<file path="src/hdl/scv_pkg.sv">
`timescale 1ns / 1ps

package scv_pkg;

  // chord slot and scale geometry
  localparam int NUM_SLOTS   = 7;
  localparam int DEGREES     = 7;
  localparam int OCTAVE      = 12;
  localparam int MODE_ROWS   = 10;
  localparam int QUEUE_DEPTH = 2;

  // field widths fixed by the interface
  localparam int CHORD_W = 6;
  localparam int COUNT_W = 3;
  localparam int CHAR_W  = 8;
  localparam int PITCH_W = 7;
  localparam int SLOT_W  = 3;
  localparam int CFG_W   = 4;
  localparam int CFGIX_W = 2;

  // register indexes
  localparam logic [CFGIX_W-1:0] REG_KEY  = 2'd0;
  localparam logic [CFGIX_W-1:0] REG_MODE = 2'd1;

  localparam logic [CHAR_W-1:0] SKIP_CHAR = 8'h2D;

  // bias that keeps step numbers non-negative before the divide by seven
  localparam logic [6:0] STEP_BIAS = 7'd42;
  localparam int         BIAS_OCT  = 6;

  // semitones of each scale step above degree one, per mode
  localparam logic [3:0] SCALE_TAB [MODE_ROWS][DEGREES] = '{
    '{4'd0, 4'd2, 4'd4, 4'd5, 4'd7, 4'd9,  4'd11},
    '{4'd0, 4'd2, 4'd3, 4'd5, 4'd7, 4'd9,  4'd10},
    '{4'd0, 4'd1, 4'd3, 4'd5, 4'd7, 4'd8,  4'd10},
    '{4'd0, 4'd2, 4'd4, 4'd6, 4'd7, 4'd9,  4'd11},
    '{4'd0, 4'd2, 4'd4, 4'd5, 4'd7, 4'd9,  4'd10},
    '{4'd0, 4'd2, 4'd3, 4'd5, 4'd7, 4'd8,  4'd10},
    '{4'd0, 4'd1, 4'd3, 4'd5, 4'd6, 4'd8,  4'd10},
    '{4'd0, 4'd2, 4'd3, 4'd5, 4'd7, 4'd9,  4'd11},
    '{4'd0, 4'd2, 4'd3, 4'd5, 4'd7, 4'd8,  4'd11},
    '{4'd0, 4'd2, 4'd4, 4'd6, 4'd8, 4'd10, 4'd12}
  };

  // decoded tweak: scale steps to move, fixed semitone shift, unknown flag
  typedef struct packed {
    logic signed [2:0] steps;
    logic signed [4:0] shift;
    logic              bad;
  } tweak_t;

  // one classified chord waiting for the note emitter
  typedef struct packed {
    logic signed [PITCH_W-1:0]          root;
    logic signed [7:0]                  sbase;
    logic signed [6:0]                  base;
    logic [NUM_SLOTS-1:0]               mask;
    logic [NUM_SLOTS-1:0]               bad;
    logic [NUM_SLOTS-1:0][2:0]          steps;
    logic [NUM_SLOTS-1:0][4:0]          shift;
  } entry_t;

  // semitones of zero-based step n above degree one, octave carry included
  // n stays within -36..45, so n + 42 fits 7 bits and x*37>>8 is floor(x/7)
  function automatic logic signed [7:0] step_semis(input logic [3:0] row,
                                                   input logic signed [6:0] n);
    logic [6:0]        x;
    logic [12:0]       prod;
    logic [3:0]        q;
    logic [6:0]        rem;
    logic signed [7:0] oct;
    x    = n + STEP_BIAS;
    prod = 13'(x) * 13'd37;
    q    = prod[11:8];
    rem  = x - 7'(q) * 7'd7;
    oct  = $signed({4'b0, q}) - 8'(BIAS_OCT);
    return $signed({4'b0, SCALE_TAB[row][rem[2:0]]}) + 8'(oct * 8'sd12);
  endfunction

  // tweak character decode
  function automatic tweak_t tweak_decode(input logic [CHAR_W-1:0] ch);
    tweak_t t;
    t = '{steps: 3'sd0, shift: 5'sd0, bad: 1'b0};
    unique case (ch)
      "x", "y": ;
      "X": t.shift = 5'sd12;
      "Y": t.shift = -5'sd12;
      "s": t.shift = 5'sd1;
      "S": t.shift = 5'sd2;
      "u": t.shift = 5'sd3;
      "U": t.shift = 5'sd4;
      "b": t.shift = -5'sd1;
      "B": t.shift = -5'sd2;
      "d": t.shift = -5'sd3;
      "D": t.shift = -5'sd4;
      "n": t.steps = 3'sd1;
      "N": begin t.steps = 3'sd1; t.shift = 5'sd12; end
      "m": t.steps = 3'sd2;
      "M": begin t.steps = 3'sd2; t.shift = 5'sd12; end
      "l": t.steps = 3'sd3;
      "L": begin t.steps = 3'sd3; t.shift = 5'sd12; end
      "p": t.steps = -3'sd1;
      "P": begin t.steps = -3'sd1; t.shift = -5'sd12; end
      "q": t.steps = -3'sd2;
      "Q": begin t.steps = -3'sd2; t.shift = -5'sd12; end
      "r": t.steps = -3'sd3;
      "R": begin t.steps = -3'sd3; t.shift = -5'sd12; end
      default: t.bad = 1'b1;
    endcase
    return t;
  endfunction

endpackage

</file>
<file path="src/hdl/scv_front.sv">
`timescale 1ns / 1ps

module scv_front #(
  parameter int MAX_SLOTS = scv_pkg::NUM_SLOTS
) (
  input  logic                                            clk,
  input  logic                                            rst_n,
  input  logic                                            cfg_we,
  input  logic [scv_pkg::CFGIX_W-1:0]                     cfg_index,
  input  logic [scv_pkg::CFG_W-1:0]                       cfg_data,
  input  logic signed [scv_pkg::CHORD_W-1:0]              chord_number,
  input  logic [scv_pkg::COUNT_W-1:0]                     tweak_count,
  input  logic [scv_pkg::NUM_SLOTS-1:0][scv_pkg::CHAR_W-1:0] tweaks,
  output logic [3:0]                                      row,
  output scv_pkg::entry_t                                 entry
);
  import scv_pkg::*;

  logic [CFG_W-1:0]  key_pitch_r;
  logic [CFG_W-1:0]  scale_mode_r;
  logic [3:0]        key;
  logic signed [7:0] sbase;
  tweak_t            tw [NUM_SLOTS];

  // configuration registers
  always_ff @(posedge clk) begin
    if (!rst_n) begin
      key_pitch_r  <= '0;
      scale_mode_r <= '0;
    end else if (cfg_we) begin
      if (cfg_index == REG_KEY) begin
        key_pitch_r <= cfg_data;
      end else if (cfg_index == REG_MODE) begin
        scale_mode_r <= cfg_data;
      end
    end
  end

  // out-of-range mode falls back to the major row, key folds into one octave
  assign row = (scale_mode_r < 4'(MODE_ROWS)) ? scale_mode_r : 4'd0;
  assign key = (key_pitch_r >= 4'(OCTAVE)) ? key_pitch_r - 4'(OCTAVE) : key_pitch_r;

  // chord root
  assign entry.base  = 7'(chord_number) - 7'sd1;
  assign sbase       = step_semis(row, entry.base);
  assign entry.sbase = sbase;
  assign entry.root  = PITCH_W'(sbase + $signed({4'b0, key}));

  // classify every slot in parallel
  for (genvar i = 0; i < NUM_SLOTS; i++) begin : g_slot
    assign tw[i] = tweak_decode(tweaks[i]);
    assign entry.mask[i]  = (i < MAX_SLOTS) && (COUNT_W'(i) < tweak_count) &&
                            (tweaks[i] != SKIP_CHAR);
    assign entry.bad[i]   = tw[i].bad;
    assign entry.steps[i] = tw[i].steps;
    assign entry.shift[i] = tw[i].shift;
  end

endmodule

</file>
<file path="src/hdl/scv_queue.sv">
`timescale 1ns / 1ps

module scv_queue (
  input  logic            clk,
  input  logic            rst_n,
  input  logic            push,
  input  scv_pkg::entry_t push_entry,
  input  logic            pop,
  output scv_pkg::entry_t head,
  output logic            empty,
  output logic            full
);
  import scv_pkg::*;

  localparam int PTR_W = (QUEUE_DEPTH > 1) ? $clog2(QUEUE_DEPTH) : 1;
  localparam int CNT_W = $clog2(QUEUE_DEPTH + 1);

  entry_t           store_r [QUEUE_DEPTH];
  logic [PTR_W-1:0] wr_ptr_r;
  logic [PTR_W-1:0] rd_ptr_r;
  logic [CNT_W-1:0] count_r;
  logic             do_pop;

  assign empty  = (count_r == '0);
  assign full   = (count_r == CNT_W'(QUEUE_DEPTH));
  assign head   = store_r[rd_ptr_r];
  assign do_pop = pop && !empty;

  // pointers and fill count
  always_ff @(posedge clk) begin
    if (!rst_n) begin
      wr_ptr_r <= '0;
      rd_ptr_r <= '0;
      count_r  <= '0;
    end else begin
      if (push) begin
        wr_ptr_r <= (wr_ptr_r == PTR_W'(QUEUE_DEPTH - 1)) ? '0 : wr_ptr_r + 1'b1;
      end
      if (do_pop) begin
        rd_ptr_r <= (rd_ptr_r == PTR_W'(QUEUE_DEPTH - 1)) ? '0 : rd_ptr_r + 1'b1;
      end
      if (push && !do_pop) begin
        count_r <= count_r + 1'b1;
      end else if (do_pop && !push) begin
        count_r <= count_r - 1'b1;
      end
    end
  end

  // entry storage
  always_ff @(posedge clk) begin
    if (push) begin
      store_r[wr_ptr_r] <= push_entry;
    end
  end

endmodule

</file>
<file path="src/hdl/scv_back.sv">
`timescale 1ns / 1ps

module scv_back (
  input  logic                                 clk,
  input  logic                                 rst_n,
  input  logic [3:0]                           row,
  input  scv_pkg::entry_t                      head,
  input  logic                                 empty,
  output logic                                 pop,
  output logic                                 out_valid,
  output logic signed [scv_pkg::PITCH_W-1:0]   out_root_pitch,
  output logic signed [scv_pkg::PITCH_W-1:0]   out_note_offset,
  output logic [scv_pkg::SLOT_W-1:0]           out_slot_index,
  output logic                                 out_is_rest,
  output logic                                 out_bad_tweak,
  output logic                                 out_last
);
  import scv_pkg::*;

  logic                      started_r;
  logic [NUM_SLOTS-1:0]      rem_r;
  logic                      valid_r;
  logic signed [PITCH_W-1:0] root_r;
  logic signed [PITCH_W-1:0] note_r;
  logic [SLOT_W-1:0]         slot_r;
  logic                      rest_r;
  logic                      bad_r;
  logic                      last_r;

  logic [NUM_SLOTS-1:0]      cur_mask;
  logic [NUM_SLOTS-1:0]      next_mask;
  logic [SLOT_W-1:0]         k;
  logic                      rest;
  logic signed [6:0]         step;
  logic signed [7:0]         semis;
  logic signed [9:0]         note;

  // slots left of the chord at the head of the queue
  assign cur_mask = started_r ? rem_r : head.mask;
  assign rest     = (cur_mask == '0);

  // lowest remaining slot
  always_comb begin
    k = '0;
    for (int i = NUM_SLOTS - 1; i >= 0; i--) begin
      if (cur_mask[i]) begin
        k = SLOT_W'(i);
      end
    end
    next_mask    = cur_mask;
    next_mask[k] = 1'b0;
  end

  // note offset: scale step of the slot, moved by the tweak, minus the root
  always_comb begin
    step  = head.base + 7'({k, 1'b0}) + 7'($signed(head.steps[k]));
    semis = step_semis(row, step);
    note  = 10'(semis) - 10'(head.sbase) + 10'($signed(head.shift[k]));
  end

  assign pop = !empty && (rest || next_mask == '0);

  // slot walk and result register
  always_ff @(posedge clk) begin
    if (!rst_n) begin
      started_r <= 1'b0;
      rem_r     <= '0;
      valid_r   <= 1'b0;
    end else begin
      valid_r <= !empty;
      if (!empty) begin
        if (pop) begin
          started_r <= 1'b0;
        end else begin
          started_r <= 1'b1;
          rem_r     <= next_mask;
        end
        root_r <= head.root;
        note_r <= rest ? '0 : PITCH_W'(note);
        slot_r <= rest ? '0 : k;
        rest_r <= rest;
        bad_r  <= rest ? 1'b0 : head.bad[k];
        last_r <= pop;
      end
    end
  end

  assign out_valid       = valid_r;
  assign out_root_pitch  = root_r;
  assign out_note_offset = note_r;
  assign out_slot_index  = slot_r;
  assign out_is_rest     = rest_r;
  assign out_bad_tweak   = bad_r;
  assign out_last        = last_r;

endmodule

</file>
<file path="src/hdl/scale_chord_voicer.sv">
`timescale 1ns / 1ps

// channel   | ports                                  | handshake
// ----------+----------------------------------------+---------------------------
// input     | in_chord_number, in_tweak_count/_0.._6 | start high, busy low
// result    | out_root_pitch .. out_last             | out_valid for one cycle
// config    | cfg_index, cfg_data                    | cfg_we, taken at once
//
// An accepted chord is classified in the cycle it arrives and stored in a
// two-entry queue; the note emitter takes one slot per cycle. With the
// queue empty, an accepted chord is written into the queue and its first
// word then passes through the result register to the outputs. busy rises
// only while the queue is full.
// Reset clears the registers to key 0, mode 0 and empties the queue.
// The receiver cannot stall, so the emitter never waits on the output.
module scale_chord_voicer #(
  parameter int MAX_SLOTS = scv_pkg::NUM_SLOTS
) (
  input  logic                                 clk,
  input  logic                                 rst_n,
  input  logic                                 start,
  output logic                                 busy,
  input  logic signed [scv_pkg::CHORD_W-1:0]   in_chord_number,
  input  logic [scv_pkg::COUNT_W-1:0]          in_tweak_count,
  input  logic [scv_pkg::CHAR_W-1:0]           in_tweak_0,
  input  logic [scv_pkg::CHAR_W-1:0]           in_tweak_1,
  input  logic [scv_pkg::CHAR_W-1:0]           in_tweak_2,
  input  logic [scv_pkg::CHAR_W-1:0]           in_tweak_3,
  input  logic [scv_pkg::CHAR_W-1:0]           in_tweak_4,
  input  logic [scv_pkg::CHAR_W-1:0]           in_tweak_5,
  input  logic [scv_pkg::CHAR_W-1:0]           in_tweak_6,
  input  logic                                 cfg_we,
  input  logic [scv_pkg::CFGIX_W-1:0]          cfg_index,
  input  logic [scv_pkg::CFG_W-1:0]            cfg_data,
  output logic                                 out_valid,
  output logic signed [scv_pkg::PITCH_W-1:0]   out_root_pitch,
  output logic signed [scv_pkg::PITCH_W-1:0]   out_note_offset,
  output logic [scv_pkg::SLOT_W-1:0]           out_slot_index,
  output logic                                 out_is_rest,
  output logic                                 out_bad_tweak,
  output logic                                 out_last
);
  import scv_pkg::*;

  logic [NUM_SLOTS-1:0][CHAR_W-1:0] tweaks;
  logic [3:0]                       row;
  entry_t                           new_entry;
  entry_t                           head;
  logic                             push;
  logic                             pop;
  logic                             empty;
  logic                             full;

  assign tweaks = {in_tweak_6, in_tweak_5, in_tweak_4, in_tweak_3,
                   in_tweak_2, in_tweak_1, in_tweak_0};

  assign busy = full;
  assign push = start && !full;

  // classify and hold configuration
  scv_front #(
    .MAX_SLOTS(MAX_SLOTS)
  ) u_front (
    .clk          (clk),
    .rst_n        (rst_n),
    .cfg_we       (cfg_we),
    .cfg_index    (cfg_index),
    .cfg_data     (cfg_data),
    .chord_number (in_chord_number),
    .tweak_count  (in_tweak_count),
    .tweaks       (tweaks),
    .row          (row),
    .entry        (new_entry)
  );

  // decoupling queue
  scv_queue u_queue (
    .clk        (clk),
    .rst_n      (rst_n),
    .push       (push),
    .push_entry (new_entry),
    .pop        (pop),
    .head       (head),
    .empty      (empty),
    .full       (full)
  );

  // note emitter
  scv_back u_back (
    .clk             (clk),
    .rst_n           (rst_n),
    .row             (row),
    .head            (head),
    .empty           (empty),
    .pop             (pop),
    .out_valid       (out_valid),
    .out_root_pitch  (out_root_pitch),
    .out_note_offset (out_note_offset),
    .out_slot_index  (out_slot_index),
    .out_is_rest     (out_is_rest),
    .out_bad_tweak   (out_bad_tweak),
    .out_last        (out_last)
  );

endmodule

</file>
<file path="config.mk">
export PLATFORM = sky130hd
export DESIGN_NAME = scale_chord_voicer
export DESIGN_NICKNAME = d
export VERILOG_FILES = /design/src/hdl/scv_pkg.sv /design/src/hdl/scv_front.sv /design/src/hdl/scv_queue.sv /design/src/hdl/scv_back.sv /design/src/hdl/scale_chord_voicer.sv
export SDC_FILE = /design/constraint.sdc
export NUM_CORES = 1
export LEC_CHECK = 0
export BUFFER_PORTS_ARGS = -buffer_cell sky130_fd_sc_hd__buf_2
export CAP_MARGIN = 20
export CORE_MARGIN = 4
export CORE_UTILIZATION = 57
export CTS_BUF_LIST = sky130_fd_sc_hd__clkbuf_2
export CTS_CLUSTER_DIAMETER = 100
export CTS_CLUSTER_SIZE = 28
export DETAILED_ROUTE_END_ITERATION = 10
export HOLD_SLACK_MARGIN = 0.08
export PLACE_DENSITY = 0.79
export SLEW_MARGIN = 15
export SYNTH_ARGS = -nofsm -noshare
export SYNTH_HDL_FRONTEND = slang
export SYNTH_SLANG_ARGS = --single-unit
</file>
<file path="constraint.sdc">
create_clock -name clk -period 10.35 [get_ports clk]
set_clock_uncertainty 0.15 [all_clocks]
set_input_delay 0.5175 -clock clk [delete_from_list [all_inputs] [get_ports clk]]
set_output_delay 0.5175 -clock clk [all_outputs]
set_load 0.02 [all_outputs]
</file>
; Yosys cells after proc, flatten, opt, wreduce, memory -nomap -nowiden
; Memory sizes are Yosys's and may differ from the RTL's. A register that Yosys moved wholly into a read port is not among the register bits.
; Index checks and enable logic that the tools add are counted.
[word_totals]
reg_bits = 41
ramBits = 184
rom_bits = 448
inputBits = 75
output_inout_bits = 22
word_cells = 386
n_memories = 2
[mem_list]
columns = name, depth, word_bits, rd, rd_clocked_by_memory_dff, write_ports, line_no
row1 = (name not given), 16, 28, 1, 0, 0, scv_pkg.sv:77  ; return $signed({4'b0, SCALE_TAB[row][rem[2:0]]}) + 8'(oct * 8'sd12);
row2 = u_queue.store_r, 2, 92, 1, 1, 1, scv_queue.sv:18  ; entry_t store_r [QUEUE_DEPTH];
[classes]
n_addsub = 19
n_mul = 6
order_cmp = 14
n_eq_ne = 177
mux = 56
n_bitwise = 8
reduce_logical = 90
[op_table]
columns = op, n
row1 = $eq 8x7->1 const B, 168
row2 = $pmux 5 s10, 7
row3 = $reduce_or 24->1, 7
row4 = $pmux 3 s6, 7
row5 = $reduce_or 2->1, 42
row6 = $mux 28, 2
row7 = $ne 8x6->1 const B, 7
row8 = $reduce_or 4->1, 14
row9 = $bmux 4 s3, 2
row10 = $mul 7x6->12 const B, 2
row11 = $mux 3, 8
row12 = $mux 4, 6
row13 = $mux 1, 16
row14 = $bmux 5 s3, 1
row15 = $add 7x5->7, 2
row16 = $add 7x6->7 const B, 2
row17 = $logic_not 7->1, 2
row18 = $logic_and 1x1->1, 13
row19 = $ge 4x4->1 const B, 3
row20 = $sub 4x3->5 const B, 2
row21 = $bmux 3 s3, 1
row22 = $lt 3x3->1 const A, 3
row23 = $add 5x8->8, 1
row24 = $mul 4x3->3 const B, 2
row25 = 36 further kinds, 50

; Depth between registers and ports, before layout
; Gate-level depths: netlist of the first run.
[depth]
ltp_word = 22
mapped_depth = 54
ltp_nobuf = 52

; Hierarchy
; From an unflattened synthesis of the first run, not the netlist that was laid out.
[hier_totals]
hier_cells = 1378
hier_area_um2 = 14814.2
[by_module_without_submodules]
columns = mod, n_inst, cells_per_inst, area_each_um2, seq_area_each_um2
row1 = scv_queue, 1, 308, 6881.6, 5625.4
row2 = scv_front, 1, 666, 4241.6, 160.2
row3 = scv_back, 1, 403, 3677.3, 780.7
row4 = scale_chord_voicer, 1, 1, 13.8, 0.0

; Least setup slack after synthesis of the first run
; Ideal clock, no wire load.
[synth_path]
kind = register to register
start = register (tool-made name)
end = register u_back.note_r[6], in the netlist u_back.out_note_offset[6], data pin
setup_time_ns = 0.257
arrival_ns = 10.648
required_ns = 9.943
slack_ns = -0.706
path_stages_with_launch = 48
n_path_buf = 7
synth_period_minus_slack_ns = 11.056
path_cell_list = dfxtp_1 > buf_6 > buf_12 > clkbuf_1 > buf_2 > buf_2 > buf_2 > buf_1 > mux2_2 > ha_1 > ha_1 > ha_1 > nor2b_1 > o21ai_0 > nand2b_1 > xnor2_1 > and4_4 > a211o_1 > [12 not listed] > fa_1 > xnor2_1 > xnor2_1 > xnor3_1 > mux2_2 > a31oi_1 > fa_1 > fa_1 > inv_1 > ha_1 > a21o_1 > a21oi_1 > o21bai_1 > a21oi_1 > xnor2_1 > xnor2_1 > nor4_1 > nand2b_1
[synth_rtl]
columns = element, line_no
row1 = "end signal, assigned", scv_back.sv:79  ; note_r <= rest ? '0 : PITCH_W'(note);
row2 = "end, declared", scv_back.sv:24  ; logic signed [PITCH_W-1:0] note_r;

==> results.ini, run 1 <==
[finish]
nNetsFinal = 1746
fill_cells = 1735
area_delta_synth_final_pct = 20.48
post-route-util = 0.6963
final_cell_mix = 202 x edfxtp_1, 116 x dlygate4sd3_1, 110 x nor2_1, 96 x buf_2
drive_above_1_share = 0.1978
final_common_cell = edfxtp_1

[route]
drtIter0Drc = 822
wirelength_mm = 33.57
wl_per_cell_um = 17.69
antenna_left = 0
drc_errors = 0
vias_per_cell = 5.771
via_count = 10950
drtPass1Iterations = 6

[setup_path]
cp_max_fo = 3
critPathSlowestCell = fa_1
worstPathArrival_ps = 11250
end_kind = flop
critPathMaxStageDelay_ps = 510
worst-endpoint-required_ps = 11000
ff2ff_setup_slack_ps = -240
path_class = reg2reg
worstSetupEndpoint = u_back.out_note_offset[6]
critPathLaunchType = flop
rr_worst_depth = 49
r2r-end = u_back.out_note_offset[6]

[logic_synthesis]
yosys_warnings = 0
syn_nets = 1482
syn_area_um2 = 14050
synth-seq-cells = 224
syn_inst = 1304
synth_edf_count = 202
syn_area_per_cell_um2 = 10.78
synth-main-ff-cell = edfxtp_1
async_reset_ff_frac = 0
ys_types = 87
ys_seq_area_frac = 0.4629

[placed_design]
place.detailed.hpwl_mm = 23.97
io_buffers = 96
gp_congestion = 0.9347

[global_route]
antenna_found_initial = 1
grt_max_degree = 50
gr-usage-all-layers = 0.2437
grt_pass1_wl_mm = 52.93
grt_overflow_total = 0
grt_pass1_vias = 10440

[cts]
numCtsBuffers = 11
cts.path.max_buffers = 3
worstSkewPairLatency_ps = 880
cts_max_level = 1
clkTransAtPathRegs_ps = 530
tritoncts = done
root_buffer = clkbuf_2
cts.sinks = 224

[floorplan]
die_x_um = 165.0
io_pins = 97
dieArea_um2 = 27230
initial_core_util = 0.5779
coreArea_um2 = 24320
fp-row-count = 57
die_h_um = 165.0

[timing]
hold_viol = 0
period_minus_slack_ps = 10590
tightest_slew_ps = 1013
finalCritPeriodShare = 1.024
relSlewSlack = 0.3184
finalSetupViolCount = 1
slew_viol_final = 0
timing.setup.tns_ps = -243.6
fin_ws_ps = -243.6
fmax_mhz = 94.40
rsz0062_at_grt = true

[min_path]
hold_class = in2reg

[outcome]
status = finished, violations left
failed_checks = setup timing

[flow_run]
maxCapViolCount = 0

[routing by layer]
metal	global-route usage	wire [um]
met1	0.3263	13980
met2	0.4246	16770
met3	0.02121	1848
met4	0.07108	966
met5	0	0
[how the worst min path moves through the flow]
| stage | startpoint | to | slack [ps] | cells after the start |
|---|---|---|---|---|
| after floorplan | u_back.rem_r[5] | u_back.rem_r[5] | 290 | 2 |
| after detailed placement | u_back.rem_r[4] | u_back.rem_r[4] | 330 | 2 |
| after global placement | u_back.rem_r[4] | u_back.rem_r[4] | 320 | 2 |
| after global routing | in_tweak_5[2] | u_queue.store_r[0][61] | 100 | 4 |
| final | in_tweak_5[2] | u_queue.store_r[0][61] | 150 | 4 |
| after CTS | in_tweak_3[4] | u_queue.store_r[0][66] | 80 | 4 |
[cell usage after synthesis (10+ instances only)]
library cell,n,area share
a31oi_1,16,0.0071
o22ai_1,16,0.0071
nand3_1,18,0.0064
nand2b_1,26,0.012
nor2_1,113,0.030
clkbuf_1,42,0.011
xnor2_1,62,0.039
fa_1,22,0.031
o211ai_1,12,0.0064
o21ai_0,39,0.014
nor3_1,32,0.011
ha_1,81,0.072
mux2_2,24,0.019
dfxtp_1,22,0.031
a21oi_1,71,0.025
nor2b_1,27,0.012
inv_1,97,0.026
nor4_1,12,0.0053
and2_1,10,0.0045
edfxtp_1,202,0.43
nand2_1,92,0.025
xor2_1,20,0.012
mux2i_1,62,0.044
[sequential cells by signal, indices dropped and copies added, names as in the netlist, 2 cells and up, named ones only]
name                    count
u_back.out_note_offset      7
u_back.out_root_pitch       7
u_back.out_slot_index       3
u_back.rem_r                7
u_front.key_pitch_r         4
u_front.scale_mode_r        4
u_queue.count_r             2
u_queue.store_r           182
[repair_timing]
action                     4_1_cts  5_1_grt
setup buffers                    8        6
setup endpoints to repair        2        5
resized for setup               10       29
hold endpoints to repair       172        0
pin swaps                       15       20
hold buffers                   116        0
[cell type report]
cell class,count,area (um2),area share
diodes,1,2.502,0.0001478
clock buffers,17,85.08,0.005024
inverters,97,364.1,0.02150
multi-input cells,926,7177,0.4238
flip-flops and latches,224,6510,0.3844
well taps,324,405.4,0.02394
repair buffers,308,2390,0.1411
[per-stage QoR]
step	instance area [um2]	hold slack [ps]	cells	setup WS, ps
floorplan	14150	285.8	1304	4.567
global placement	15410	317.7	1748	5.346
detailed placement	15410	327.0	1748	-243.7
CTS	16760	81.72	1889	5.683
global route	16930	98.91	1897	-779.2
finish	16930	146.2	1897	-243.6
[kinds of logic after synthesis]
kind of cell / after synthesis / synth area share
xor gates and xnor gates: 84 / 0.05439
adders and majority gates: 106 / 0.1056
DFF: 224 / 0.4629
muxes: 96 / 0.07887
buffers and inverters: 154 / 0.04344
and+or+nand+nor: 380 / 0.1333
AOI/OAI and AO/OA: 260 / 0.1215
[critical path, delay by kind of cell (launching register included)]
family          cells  cell delay (ps)
buf+inv             8              590
simple gates        7             1550
fa+ha+maj          12             4050
compound gates     12             1910
xor+xnor            8             1360
mux                 2              490
flops               1              460
Power of run 1 is left out: the tool's default activity adds up to more than one toggle a clock period on the data nets, which glitch-free logic cannot reach.
==> run 2, diff against run 1 <==
Settings changed: CORE_ASPECT_RATIO set to 1.5, TNS_END_PERCENT set to 50.
==> run 2 against run 1 <==
- the run now ends clean
- via count up 1.8%
- largest cell class unchanged
- setup slack better by 300 ps
- register-to-register slack improved by 300 ps
- first-iteration DRC count shrank 23%
==> results.ini, run 2 (synthesis results as in run 1) <==
[finish]
drive_above_1_share = 0.2058
final_area_um2 = 17100
area_delta_synth_final_pct = 21.65
final_common_cell = edfxtp_1
post-route-util = 0.7022
nNetsFinal = 1748
largest_reg_flops = 182
largest_register = u_queue.store_r
final_cell_mix = 202 x edfxtp_1, 114 x dlygate4sd3_1, 111 x nor2_1, 96 x buf_2, 94 x buf_4

[timing]
finalSetupViolCount = 0
rsz0062_at_grt = true
fmax_mhz = 97.13
finalCritPeriodShare = 0.9947
tightest_slew_ps = 964.0
period_minus_slack_ps = 10300
hold_viol = 0
slew_viol_final = 0
relSlewSlack = 0.3573

[route]
drtPass1Iterations = 7
drc_errors = 0
drtIter0Drc = 635
antenna_left = 0
via_count = 11140
wirelength_mm = 35.40
vias_per_cell = 5.867
wl_per_cell_um = 18.64

[flow_run]
maxCapViolCount = 0

[floorplan]
initial_core_util = 0.5772
dieArea_um2 = 27280
coreArea_um2 = 24350
die_h_um = 200.3
fp-row-count = 70
io_pins = 97
die_x_um = 136.2

[setup_path]
critPathLaunchType = flop
worst-path-buf-inv = 8
path_class = reg2reg
end_kind = flop
cp_common_cell = inv_2
worstPathArrival_ps = 10990
ff2ff_setup_slack_ps = 50
r2r-end = u_back.out_note_offset[6]
worst-endpoint-required_ps = 11050
rr_worst_depth = 49
cpLargestDelayFamily = adder cells
critPathSlowestCell = or4_4
critPathMaxStageDelay_ps = 550
cp_max_fo = 4

[global_route]
grt_pass1_wl_mm = 55.14
grt_overflow_total = 0
gr-usage-all-layers = 0.2525
grt_max_degree = 74
antenna_found_initial = 3
grt_pass1_vias = 11080

[cts]
cts_max_level = 1
clkTransAtPathRegs_ps = 560
numCtsBuffers = 11
worstSkewPairLatency_ps = 910
root_buffer = clkbuf_2
cts.path.max_buffers = 3
tritoncts = done
cts.sinks = 224

[min_path]
worstHoldStart = in_tweak_0[3]
hold_path_end = u_queue.store_r[1][2]
hold_class = in2reg
hold_path_depth = 4

[placed_design]
place.detailed.hpwl_mm = 25.15
io_buffers = 96
gp_congestion = 1.040
place_area_um2 = 15430

[outcome]
status = completed

==> run 2: routing by layer <==
layer,GRT usage,part of all wire
met1,0.2768,0.36
met2,0.4832,0.55
met3,0.02111,0.043
met4,0.1124,0.054
met5,0,0.00065
==> run 2: layout make-up <==
class / instances / area, um2
clock buffers: 17 / 85.08
inverters: 97 / 364.1
multi-input cells: 926 / 7315
fillers: 1750 / 7251
well taps: 324 / 405.4
repair buffers: 310 / 2416
diodes: 1 / 2.502
flip-flops and latches: 224 / 6510
==> run 2: how the worst max path moves through the flow <==
stage / end / slack [ps] / cells past startpoint
finish: u_back.out_note_offset[6] / 50 / 49
global route: u_back.out_note_offset[6] / -510 / 48
CTS: u_back.out_note_offset[6] / 6 / 48
detailed placement: u_back.out_note_offset[6] / -410 / 47
global placement: u_back.out_note_offset[6] / -120 / 47
floorplan: u_back.out_note_offset[6] / 5 / 49
==> run 2: worst min-delay path, delay by kind of cell <==
kind / cells / cell delay [ps]
AO/OA/AOI/OAI: 2 / 230
buffers and inverters: 1 / 190
AND/OR/NAND/NOR: 1 / 70
==> run 2: timing repair <==
item                                    in CTS  in global routing
setup buffers                                6                 12
pin swaps                                   14                 28
endpoints found under the setup margin       4                  5
gates resized for setup                     18                 40
hold buffers                               113                  1
endpoints found under the hold margin      214                  2
==> run 2: metrics by stage <==
stage               hold slack, ps  setup WS, ps  TNS, ps  std cells
floorplan                    285.8         4.567        0       1304
global placement             296.7        -124.9   -182.2       1748
detailed placement           311.2        -413.6   -925.9       1749
CTS                          82.64         6.101        0       1885
global route                 102.7        -509.6   -872.9       1899
finish                       135.7         54.76        0       1899
Power of run 2 is left out for the same reason.
